===== src/rtl/dht_pkg.sv =====
// Package with shared constants and types for the double hash table.
`default_nettype none
package dht_pkg;
   localparam int TableDepth = 1024;
   localparam int SlotWidth  = $clog2(TableDepth);
   localparam int SizeWidth  = SlotWidth + 1;
   localparam int KeyWidth   = 32;

   typedef enum logic [1:0] {
      MODE_SEARCH = 2'd0,
      MODE_INSERT = 2'd1,
      MODE_DELETE = 2'd2,
      MODE_SPARE  = 2'd3
   } mode_type;

   typedef enum logic [1:0] {
      MARK_EMPTY    = 2'd0,
      MARK_OCCUPIED = 2'd1,
      MARK_DELETED  = 2'd2,
      MARK_SPARE    = 2'd3
   } mark_type;

   typedef enum logic [1:0] {
      ST_OK        = 2'd0,
      ST_NOT_FOUND = 2'd1,
      ST_DUPLICATE = 2'd2,
      ST_FULL      = 2'd3
   } status_type;
endpackage
`default_nettype wire


===== src/rtl/dht_mod.sv =====
// Bit-serial remainder unit: non-negative remainder of a signed key by a divisor.
`default_nettype none
module dht_mod (
   input  wire logic                          clock,
   input  wire logic                          reset,
   input  wire logic                          start,
   input  wire logic signed [dht_pkg::KeyWidth-1:0] key,
   input  wire logic [dht_pkg::SizeWidth-1:0] divisor,
   output logic                               done,
   output logic [dht_pkg::SizeWidth-1:0]      rem
);
   localparam int KW = dht_pkg::KeyWidth;
   localparam int SW = dht_pkg::SizeWidth;
   localparam int CW = $clog2(KW + 1);

   logic          busy_ff, busy_in;
   logic          fix_ff, fix_in;
   logic [CW-1:0] cnt_ff, cnt_in;
   logic [KW-1:0] mag_ff, mag_in;
   logic          neg_ff, neg_in;
   logic [SW:0]   rem_ff, rem_in;
   logic [SW-1:0] div_ff, div_in;
   logic          done_ff, done_in;
   logic [SW+1:0] trial;

   always_comb begin
      busy_in = busy_ff;
      fix_in  = 1'b0;
      cnt_in  = cnt_ff;
      mag_in  = mag_ff;
      neg_in  = neg_ff;
      rem_in  = rem_ff;
      div_in  = div_ff;
      done_in = 1'b0;
      trial   = '0;
      if (start) begin
         busy_in = 1'b1;
         cnt_in  = CW'(KW);
         neg_in  = key[KW-1];
         mag_in  = key[KW-1] ? (~key + 1'b1) : key;
         rem_in  = '0;
         div_in  = divisor;
      end else if (busy_ff) begin
         trial  = {rem_ff, mag_ff[KW-1]} - {2'b00, div_ff};
         mag_in = {mag_ff[KW-2:0], 1'b0};
         if (!trial[SW+1]) rem_in = trial[SW:0];
         else              rem_in = {rem_ff[SW-1:0], mag_ff[KW-1]};
         cnt_in = cnt_ff - 1'b1;
         if (cnt_ff == CW'(1)) begin
            busy_in = 1'b0;
            fix_in  = 1'b1;
         end
      end else if (fix_ff) begin
         if (neg_ff && rem_ff != '0) rem_in = {1'b0, div_ff} - rem_ff;
         done_in = 1'b1;
      end
   end

   always_ff @(posedge clock) begin
      if (reset) begin
         busy_ff <= 1'b0;
         fix_ff  <= 1'b0;
         done_ff <= 1'b0;
      end else begin
         busy_ff <= busy_in;
         fix_ff  <= fix_in;
         done_ff <= done_in;
      end
      cnt_ff <= cnt_in;
      mag_ff <= mag_in;
      neg_ff <= neg_in;
      rem_ff <= rem_in;
      div_ff <= div_in;
   end

   assign done = done_ff;
   assign rem  = rem_ff[SW-1:0];
endmodule
`default_nettype wire


===== config.mk =====
export PLATFORM = sky130hd
export DESIGN_NAME = dht_mod
export DESIGN_NICKNAME = d
export VERILOG_FILES = /design/src/rtl/dht_pkg.sv /design/src/rtl/dht_mod.sv
export SDC_FILE = /design/constraint.sdc
export NUM_CORES = 1
export LEC_CHECK = 0
export ABC_AREA = 0
export BUFFER_PORTS_ARGS = -buffer_cell sky130_fd_sc_hd__buf_2
export CAP_MARGIN = 20
export CORE_ASPECT_RATIO = 0.8
export CORE_UTILIZATION = 40
export DETAILED_ROUTE_END_ITERATION = 10
export SLEW_MARGIN = 20
export SYNTH_ARGS = -nofsm -noshare
export SYNTH_HDL_FRONTEND = slang
export SYNTH_SLANG_ARGS = --single-unit
export TNS_END_PERCENT = 20

===== constraint.sdc =====
create_clock -name clock -period 5.8 [get_ports clock]
set_clock_uncertainty 0.1 [all_clocks]
set_input_delay 0.29 -clock clock [delete_from_list [all_inputs] [get_ports clock]]
set_output_delay 0.29 -clock clock [all_outputs]
set_load 0.01 [all_outputs]

== After elaboration in Yosys (flattened, before gate mapping) ==
Cells that the tools add are included.

* Logic and storage cells: 35
* Input bits: 46
* Output and inout port bits: 12
* Flip-flop bits (word level): 65

* Reductions and logical operators: 8
* Bitwise gates (word level): 2
* Eq/ne operators: 1
* Add/sub/neg operators: 4
* Muxes and demuxes: 12

{| class="wikitable"
|+ Operators with widths
! kind !! count
|-
| $mux W32 || 3
|-
| $mux W12 || 4
|-
| $add A32 B1 Y32 const B || 1
|-
| $not A32 Y32 || 1
|-
| $sub A13 B11 Y13 || 1
|-
| $reduce_bool A12 Y1 || 1
|-
| $sub A11 B12 Y12 || 1
|-
| $eq A6 B1 Y1 const B || 1
|-
| $reduce_bool A2 Y1 || 3
|-
| $reduce_or A3 Y1 || 2
|-
| $sub A6 B1 Y6 const B || 1
|-
| $mux W1 || 5
|-
| $reduce_and A2 Y1 || 1
|-
| $logic_and A1 B1 Y1 || 1
|-
| $not A1 Y1 || 1
|}

== Depth between registers and ports, before layout ==
Gate-level depths: netlist of the first run.

* Depth in word-level cells: 5
* Mapped depth: 12
* Depth with buffers taken out: 11

== Worst setup path before layout of the first run ==
Ideal clock, no wire load.

* Path kind: reg-to-reg
* From: register mag_ff[31]
* To: register rem_ff[2]
* Stages on the path, launching flop included: 13
* Setup time: 0.155 ns
* Clock period less this slack: 2.735 ns
* Arrival time: 2.479 ns
* Setup slack: 3.065 ns
* Buffers on the path: 1
* Path through: edfxtp_1 -> inv_1 -> ha_1 -> inv_1 -> fa_1 -> a211oi_1 -> nor2_1 -> a221oi_4 -> o211ai_2 -> xnor2_2 -> buf_6 -> mux2i_1 -> o22ai_1

* Cells in the longest elaborated chain, start to end: 3

{| class="wikitable"
|+ Ends and longest elaborated chain
! item !! line !! RTL
|-
| from (decl) || dht_mod.sv:19 || <nowiki>logic [KW-1:0] mag_ff, mag_in;</nowiki>
|-
| from (signal assigned) || dht_mod.sv:70 || <nowiki>mag_ff <= mag_in;</nowiki>
|-
| $sub A13 B11 Y13 || dht_mod.sv:44 || <nowiki>trial = {rem_ff, mag_ff[KW-1]} - {2'b00, div_ff};</nowiki>
|-
| $mux W12 || dht_mod.sv:46 || <nowiki>if (!trial[SW+1]) rem_in = trial[SW:0];</nowiki>
|-
| $mux W12 || dht_mod.sv:43 || <nowiki>end else if (busy_ff) begin</nowiki>
|-
| to (signal assigned) || dht_mod.sv:72 || <nowiki>rem_ff <= rem_in;</nowiki>
|-
| to (decl) || dht_mod.sv:21 || <nowiki>logic [SW:0] rem_ff, rem_in;</nowiki>
|}

No other way between the ends.
A chain may end at the register's enable or synchronous reset.

== Final worst setup path of the first run ==
* From: register mag_ff[31]
* To: register rem_ff[0]

* Cells in the longest elaborated chain, start to end: 3

{| class="wikitable"
|+ Ends and longest elaborated chain
! item !! line
|-
| $sub A13 B11 Y13 || dht_mod.sv:44
|-
| $mux W12 * || dht_mod.sv:46
|-
| $mux W12 * || dht_mod.sv:43
|}

Every way passes the cells marked *; elsewhere a longest branch is shown, timed or not.

==> results.py, run 1 <==
metrics = {
    "yosys": {
        "yosys_warnings": 0,
        "synth_area_mm2": 0.004497,
        "synth_edf_count": 44,
        "yosysUniqueCellTypes": 60,
        "ys.flop_type": "edfxtp_1",
        "synth_fp_nets": 555,
        "async_flop_share_pct": 0,
        "avgSynthCellArea_um2": 9.329,
        "synthCells": 482,
        "ys_seq_area_share_pct": 38.73,
        "synth_seq_cells": 65,
    },
    "worst_setup_path": {
        "cp-start-kind": "flip-flop",
        "crit_arrival_ns": 3.58,
        "rr_endpoint": "rem_ff[0]",
        "endpoint_kind": "flip-flop",
        "critical_path_required_ns": 5.95,
        "path_cells": "inv_1 -> ha_1 -> inv_1 -> fa_1 -> a211oi_1 -> nor2_1 -> a221oi_4 -> o211ai_2 -> xnor2_2 -> mux2_2 -> o22ai_1",
        "crit_top_cell": "inv_1",
        "slowest_stage": "xnor2_2",
        "cp_slowest_stage_delay_ns": 0.68,
        "r2r_slack_ns": 2.37,
        "worstSetupPathType": "flip-flop to flip-flop",
        "ff2ff_path_depth": 11,
        "timing.rr.start": "mag_ff[31]",
        "path_max_fanout": 12,
    },
    "grt": {
        "antenna_found_initial": 0,
        "track_usage_pct": 17.41,
        "gr-total-overflow": 0,
        "grt_pass1_vias": 3360,
        "grt_max_degree": 58,
        "grt_pass1_wl_um": 16200,
    },
    "power_and_ir_drop": {
        "leakage_uw": 0.002043,
        "p_per_area_mw_per_mm2": 293.0,
        "max-vdd-ir-drop_v": 0.0002039,
    },
    "sta": {
        "min_period_ns": 3.427,
        "max_freq_mhz": 291.8,
        "setup_tns_ns": 0,
        "slew_headroom_pct": 42.93,
        "timing.hold.ws_ns": 0.02784,
        "rsz0062_at_grt": "no",
        "maxSlewViolCount": 0,
        "setup_viol": 0,
        "finalCritPeriodShare_pct": 59.09,
        "hold_violations": 0,
        "tightest_slew_ns": 0.8518,
    },
    "placed_design": {
        "post-place-cells": 655,
        "hpwl_um": 7017,
        "port_buffers": 57,
        "gp_congestion": 0.8391,
    },
    "floorplanning": {
        "die-area_mm2": 0.01167,
        "die_h_um": 96.84,
        "std_cell_rows": 34,
        "coreArea_mm2": 0.01089,
        "die_width_um": 120.5,
        "initial_utilization_pct": 41.29,
        "ios": 58,
    },
    "clock_tree": {
        "clk_path_buf_depth": 2,
        "postCtsSetupRepairBufs": 0,
        "clock_sinks": 65,
        "clk_pin_slew_worst_paths_ns": 0.06,
        "cts_buffers": 9,
        "cts-root-buf": "clkbuf_16",
        "cts_tree": "done",
        "cts_resized": 0,
        "worst_skew_pair.late_latency_ns": 0.33,
        "htree_levels": 3,
        "hold_buffers": 0,
    },
    "layout": {
        "area.sequential_mm2": 0.001742,
        "final_net_count": 595,
        "multiInputGateArea_mm2": 0.002459,
        "nFillCells": 1100,
        "fin_cells": 671,
        "syn2layout_area_growth_pct": 13.30,
        "diodes": 0,
        "drive_gt1_share_pct": 16.51,
    },
    "hold_path": {
        "whs_path_depth": 1,
        "holdCritPathClass": "primary input to flip-flop",
        "hold_start": "divisor[9]",
        "min_to": "div_ff[9]",
    },
    "detailed_routing": {
        "drt_iter0_markers": 179,
        "drt-total-wl_um": 9647,
        "route.detailed.drc": 0,
        "vias": 3578,
        "ant_nets": 0,
        "viasPerCell": 5.332,
        "drtPass1Iterations": 6,
        "wl_per_cell_um": 14.38,
    },
    "job": {
        "maxCapViolations": 0,
    },
    "outcome": {
        "status": "finished clean",
    },
}
state kept, by name (all words and copies together), names as in the netlist:
register  flops
busy_ff       1
rem_ff       12
fix_ff        1
div_ff       11
neg_ff        1
mag_ff       32
cnt_ff        6
done          1
cell type report:
type	instances	area share, %
multi-input combinational	353	48.26
sequential	65	34.18
timing repair buffer	60	6.041
clock buffer	11	4.985
tap	144	3.536
inverter	33	2.431
clock inverter	5	0.5648
cells in the final DEF, fill, tap and decap left out, drive strengths merged, types with 14 or more instances in the layout:
master / Yosys / final
buf: 15 / 60
nor2: 59 / 59
a21oi: 44 / 44
edfxtp: 44 / 44
xor2: 36 / 36
inv: 32 / 32
nand2: 27 / 27
ha: 25 / 25
o21ai: 22 / 22
dfxtp: 21 / 21
a211oi: 14 / 14
report_power, final:
part / internal [uW] / leakage, uW / switching [uW] / total (uW)
Combinational: 173 / 0.00129 / 223 / 396
Clock: 313 / 0.000144 / 198 / 510
Sequential: 551 / 0.000605 / 35.4 / 587
Total: 1040 / 0.00204 / 456 / 1490
Yosys cell counts, types with 4 or more instances:
cell	n	share of area [%]
nand3_1	6	0.67
nand2_1	27	2.3
ha_1	25	7.0
mux2i_1	13	2.9
or4_1	4	0.67
nor2_1	59	4.9
edfxtp_1	44	29
a21oi_1	44	4.9
a21o_1	5	0.83
xnor2_1	11	2.1
inv_1	32	2.7
xor2_1	36	7.0
dfxtp_1	21	9.3
a211oi_1	14	2.3
o21a_1	4	0.67
buf_4	11	1.8
o31ai_1	10	1.7
o21ai_0	22	2.4
o22ai_1	7	0.97
nor3_1	6	0.67
clkbuf_1	16	1.3
how the worst max path moves through the flow:
stage	startpoint	endpoint	cells after the start
CTS	mag_ff[31]	rem_ff[0]	11
detailed placement	mag_ff[31]	rem_ff[0]	11
finish	mag_ff[31]	rem_ff[0]	11
global placement	mag_ff[31]	rem_ff[0]	11
floorplan	mag_ff[31]	rem_ff[2]	12
global route	mag_ff[31]	rem_ff[0]	11
through the flow:
step                      util (%)  power [uW]  instance area, um^2  worst slack, ns
after floorplan                  -       901.6                 4497            3.065
after global placement       44.19       979.8                 4812            2.425
after detailed placement     44.19       987.3                 4812            2.364
after CTS                    46.78        1505                 5095            2.357
after global routing         46.78        1578                 5095            2.098
final                        46.78        1493                 5095            2.373
cell families (layout without fill, tap and decap cells):
group / after synthesis / after routing / share of synthesized area, %
AOI/OAI and AO/OA: 132 / 132 / 19.76
xor gates and xnor gates: 48 / 48 / 9.516
adders and majority gates: 27 / 27 / 7.846
buffers and inverters: 64 / 109 / 6.594
DFF: 65 / 65 / 38.73
muxes: 14 / 14 / 3.144
and+or+nand+nor: 132 / 132 / 14.41
per-layer routing:
layer | track usage, % | wire (um) | vias up
li1 | - | - | 1827
met1 | 24.80 | 4915 | 1652
met2 | 25.51 | 4089 | 90
met3 | 4.776 | 509 | 9
met4 | 5.223 | 133 | 0
met5 | 0 | 0 | -
critical path, delay by kind of cell, from the launching register on:
kind | cells | cell delay, ns
muxes | 1 | 0.41
adders and majority gates | 2 | 0.58
DFF | 1 | 0.36
and+or+nand+nor | 1 | 0.14
buffers and inverters | 2 | 0.13
xor gates and xnor gates | 1 | 0.68
AOI/OAI and AO/OA | 4 | 0.95
Note: power is estimated with default switching activity, not from simulation.
==> run 2: changes to the inputs <==
--- a/config.mk
+++ b/config.mk
@@ -5,7 +5,7 @@
 export SDC_FILE = /design/constraint.sdc
 export NUM_CORES = 1
 export LEC_CHECK = 0
-export ABC_AREA = 0
+export ABC_AREA = 1
 export BUFFER_PORTS_ARGS = -buffer_cell sky130_fd_sc_hd__buf_2
 export CAP_MARGIN = 20
 export CORE_ASPECT_RATIO = 0.8
==> constraint.sdc (replaced) <==
create_clock -name clock -period 2.9 [get_ports clock]
set_clock_uncertainty 0.1 [all_clocks]
set_input_delay 0.145 -clock clock [delete_from_list [all_inputs] [get_ports clock]]
set_output_delay 0.145 -clock clock [all_outputs]
set_load 0.01 [all_outputs]
==> results.py, run 2 <==
metrics = {
    "yosys": {
        "synth_area_mm2": 0.004937,
        "synthTopCellsByCount": "nand2_1 (160), inv_1 (94), nor2_1 (56)",
        "synthCells": 680,
        "synth_edf_count": 44,
        "synth_top_area_share_pct": 26.76,
        "async_flop_share_pct": 0,
        "synth_fp_nets": 753,
        "synth_seq_cells": 65,
        "yosys_warnings": 0,
        "yosysTopAreaCell": "edfxtp_1",
        "yosysUniqueCellTypes": 42,
        "synth_area_leaders": "edfxtp_1 (27%), nand2_1 (12%), dfxtp_1 (8.5%)",
        "ys.flop_type": "edfxtp_1",
        "yosysMostFrequentCell": "nand2_1",
        "avgSynthCellArea_um2": 7.261,
        "ys_seq_area_share_pct": 35.28,
    },
    "detailed_routing": {
        "route.detailed.drc": 0,
        "viasPerCell": 5.103,
        "drt_iter0_markers": 320,
        "drtPass1Iterations": 5,
        "wl_per_cell_um": 13.52,
        "ant_nets": 0,
        "drt-total-wl_um": 12040,
        "vias": 4542,
    },
    "sta": {
        "maxSlewViolCount": 0,
        "tightest_slew_ns": 0.4755,
        "rsz0062_at_grt": "no",
        "hold_violations": 0,
        "setup_viol": 0,
        "finalCritPeriodShare_pct": 87.14,
        "min_period_ns": 2.527,
        "slew_headroom_pct": 68.13,
        "setup_tns_ns": 0,
        "max_freq_mhz": 395.7,
    },
    "clock_tree": {
        "worst_skew_pair.late_latency_ns": 0.33,
        "cts-root-buf": "clkbuf_16",
        "clock_sinks": 65,
        "cts_buffers": 9,
        "cts_resized": 0,
        "clk_path_buf_depth": 2,
        "cts_tree": "done",
        "htree_levels": 3,
        "hold_buffers": 13,
        "clk_pin_slew_worst_paths_ns": 0.06,
        "postCtsSetupRepairBufs": 0,
    },
    "power_and_ir_drop": {
        "leakage_uw": 0.002693,
        "max-vdd-ir-drop_v": 0.0003037,
        "p_per_area_mw_per_mm2": 532.6,
    },
    "hold_path": {
        "holdCritPathClass": "primary input to flip-flop",
    },
    "grt": {
        "track_usage_pct": 19.82,
        "grt_max_degree": 49,
        "gr-total-overflow": 0,
        "antenna_found_initial": 0,
        "grt_pass1_vias": 4165,
        "grt_pass1_wl_um": 20090,
    },
    "layout": {
        "syn2layout_area_growth_pct": 15.76,
        "regMostFlops": "mag_ff",
        "final_util_pct": 48.52,
        "largest_register_ffs": 32,
        "final_common_cell": "nand2_1",
        "largestRegisters": "mag_ff x32, rem_ff x12, div_ff x11",
        "final_net_count": 810,
        "diodes": 0,
        "layout_common_cells": "nand2_1 (160), inv_1 (94), buf_2 (57)",
        "drive_gt1_share_pct": 14.29,
    },
    "floorplanning": {
        "initial_utilization_pct": 41.91,
        "die_width_um": 126.2,
        "ios": 58,
        "die_h_um": 101.4,
        "std_cell_rows": 35,
        "die-area_mm2": 0.01279,
        "coreArea_mm2": 0.01178,
    },
    "worst_setup_path": {
        "path_max_fanout": 21,
        "path_cells": "inv_1 -> ha_1 -> inv_1 -> fa_1 -> nand3_1 -> nand3_2 -> nand3_1 -> nand4_1 -> nand2_2 -> nand2_1 -> nand3_1 -> nand3_1 -> nand2_1 -> inv_1",
        "endpoint_kind": "flip-flop",
        "cp_slowest_stage_delay_ns": 0.43,
        "crit_top_cell": "nand3_1",
        "worstSetupPathType": "flip-flop to flip-flop",
        "crit_arrival_ns": 2.65,
        "critical_path_required_ns": 3.02,
        "slowest_stage": "fa_1",
        "cp-start-kind": "flip-flop",
    },
    "job": {
        "maxCapViolations": 0,
    },
    "placed_design": {
        "hpwl_um": 9140,
        "port_buffers": 57,
        "gp_congestion": 0.8701,
    },
    "outcome": {
        "status": "finished clean",
    },
}
-- run 2: cell types whose count changed in the layout (fill, tap and decap cells not counted), moves of 8 or more --
cell           previous run  this run
o31ai_1                  10         0
dlygate4sd3_1             0        13
a211oi_1                 14         0
inv_1                    32        94
xor2_1                   36        23
mux2i_1                  13         0
nand3_1                   6        51
a21oi_1                  44        36
nand2_1                  27       160
o21ai_0                  22        52
nand4_1                   0        15
-- run 2: per-stage QoR --
stage / cell area (um^2) / instances / hold WS [ns] / power (uW) / setup slack [ns]
after CTS: 5715 / 890 / 0.1197 / 3070 / 0.3606
after global placement: 5289 / 861 / 0.2245 / 1953 / 0.4517
after floorplan: 4937 / 680 / 0.1211 / 1778 / 0.7310
after global routing: 5715 / 890 / 0.1517 / 3230 / 0.1010
after detailed placement: 5289 / 861 / 0.2231 / 1963 / 0.3891
final: 5715 / 890 / 0.1293 / 3044 / 0.3730
-- run 2: worst paths after layout --
path | end | from | cells after the start | slack [ns]
max | rem_ff[10] | mag_ff[31] | 14 | 0.37
min | mag_ff[11] | key[11] | 4 | 0.13
max reg2reg | rem_ff[10] | mag_ff[31] | 14 | 0.37
min reg2reg | done | fix_ff | 1 | 0.41
-- run 2: worst max-delay path, delay by kind of cell (launching register included) --
kind	cells	cell delay [ns]
simple gates	9	1.22
fa+ha+maj	2	0.57
buf+inv	3	0.17
flops	1	0.38
-- run 2: cell families after synthesis --
group	after synthesis	synth area share [%]
flops	65	35.28
simple gates	317	28.56
xor+xnor	30	5.322
compound gates	114	12.75
buf+inv	127	10.95
fa+ha+maj	27	7.147
-- run 2: area by class of cell --
type,count,area (um^2)
Clock inverter,7,71.32
Inverter,97,364.1
Timing Repair Buffer,76,473.0
Clock buffer,9,225.2
Fill cell,1172,6065
Sequential cell,65,1742
Tap cell,148,185.2
Multi-Input combinational cell,488,2655
-- run 2: report_power, final --
part	switching, uW	internal [uW]	total, uW
registers	53.8	1100	1150
logic	506	304	811
clock network	416	663	1080
-- run 2: per-layer routing --
| layer | track usage [%] | up-vias | part of all wire [%] |
|---|---|---|---|
| li1 | - | 2349 | - |
| met1 | 29.13 | 2071 | 52 |
| met2 | 30.17 | 115 | 42 |
| met3 | 4.437 | 7 | 4.8 |
| met4 | 3.058 | 0 | 0.37 |
| met5 | 0 | - | 0 |
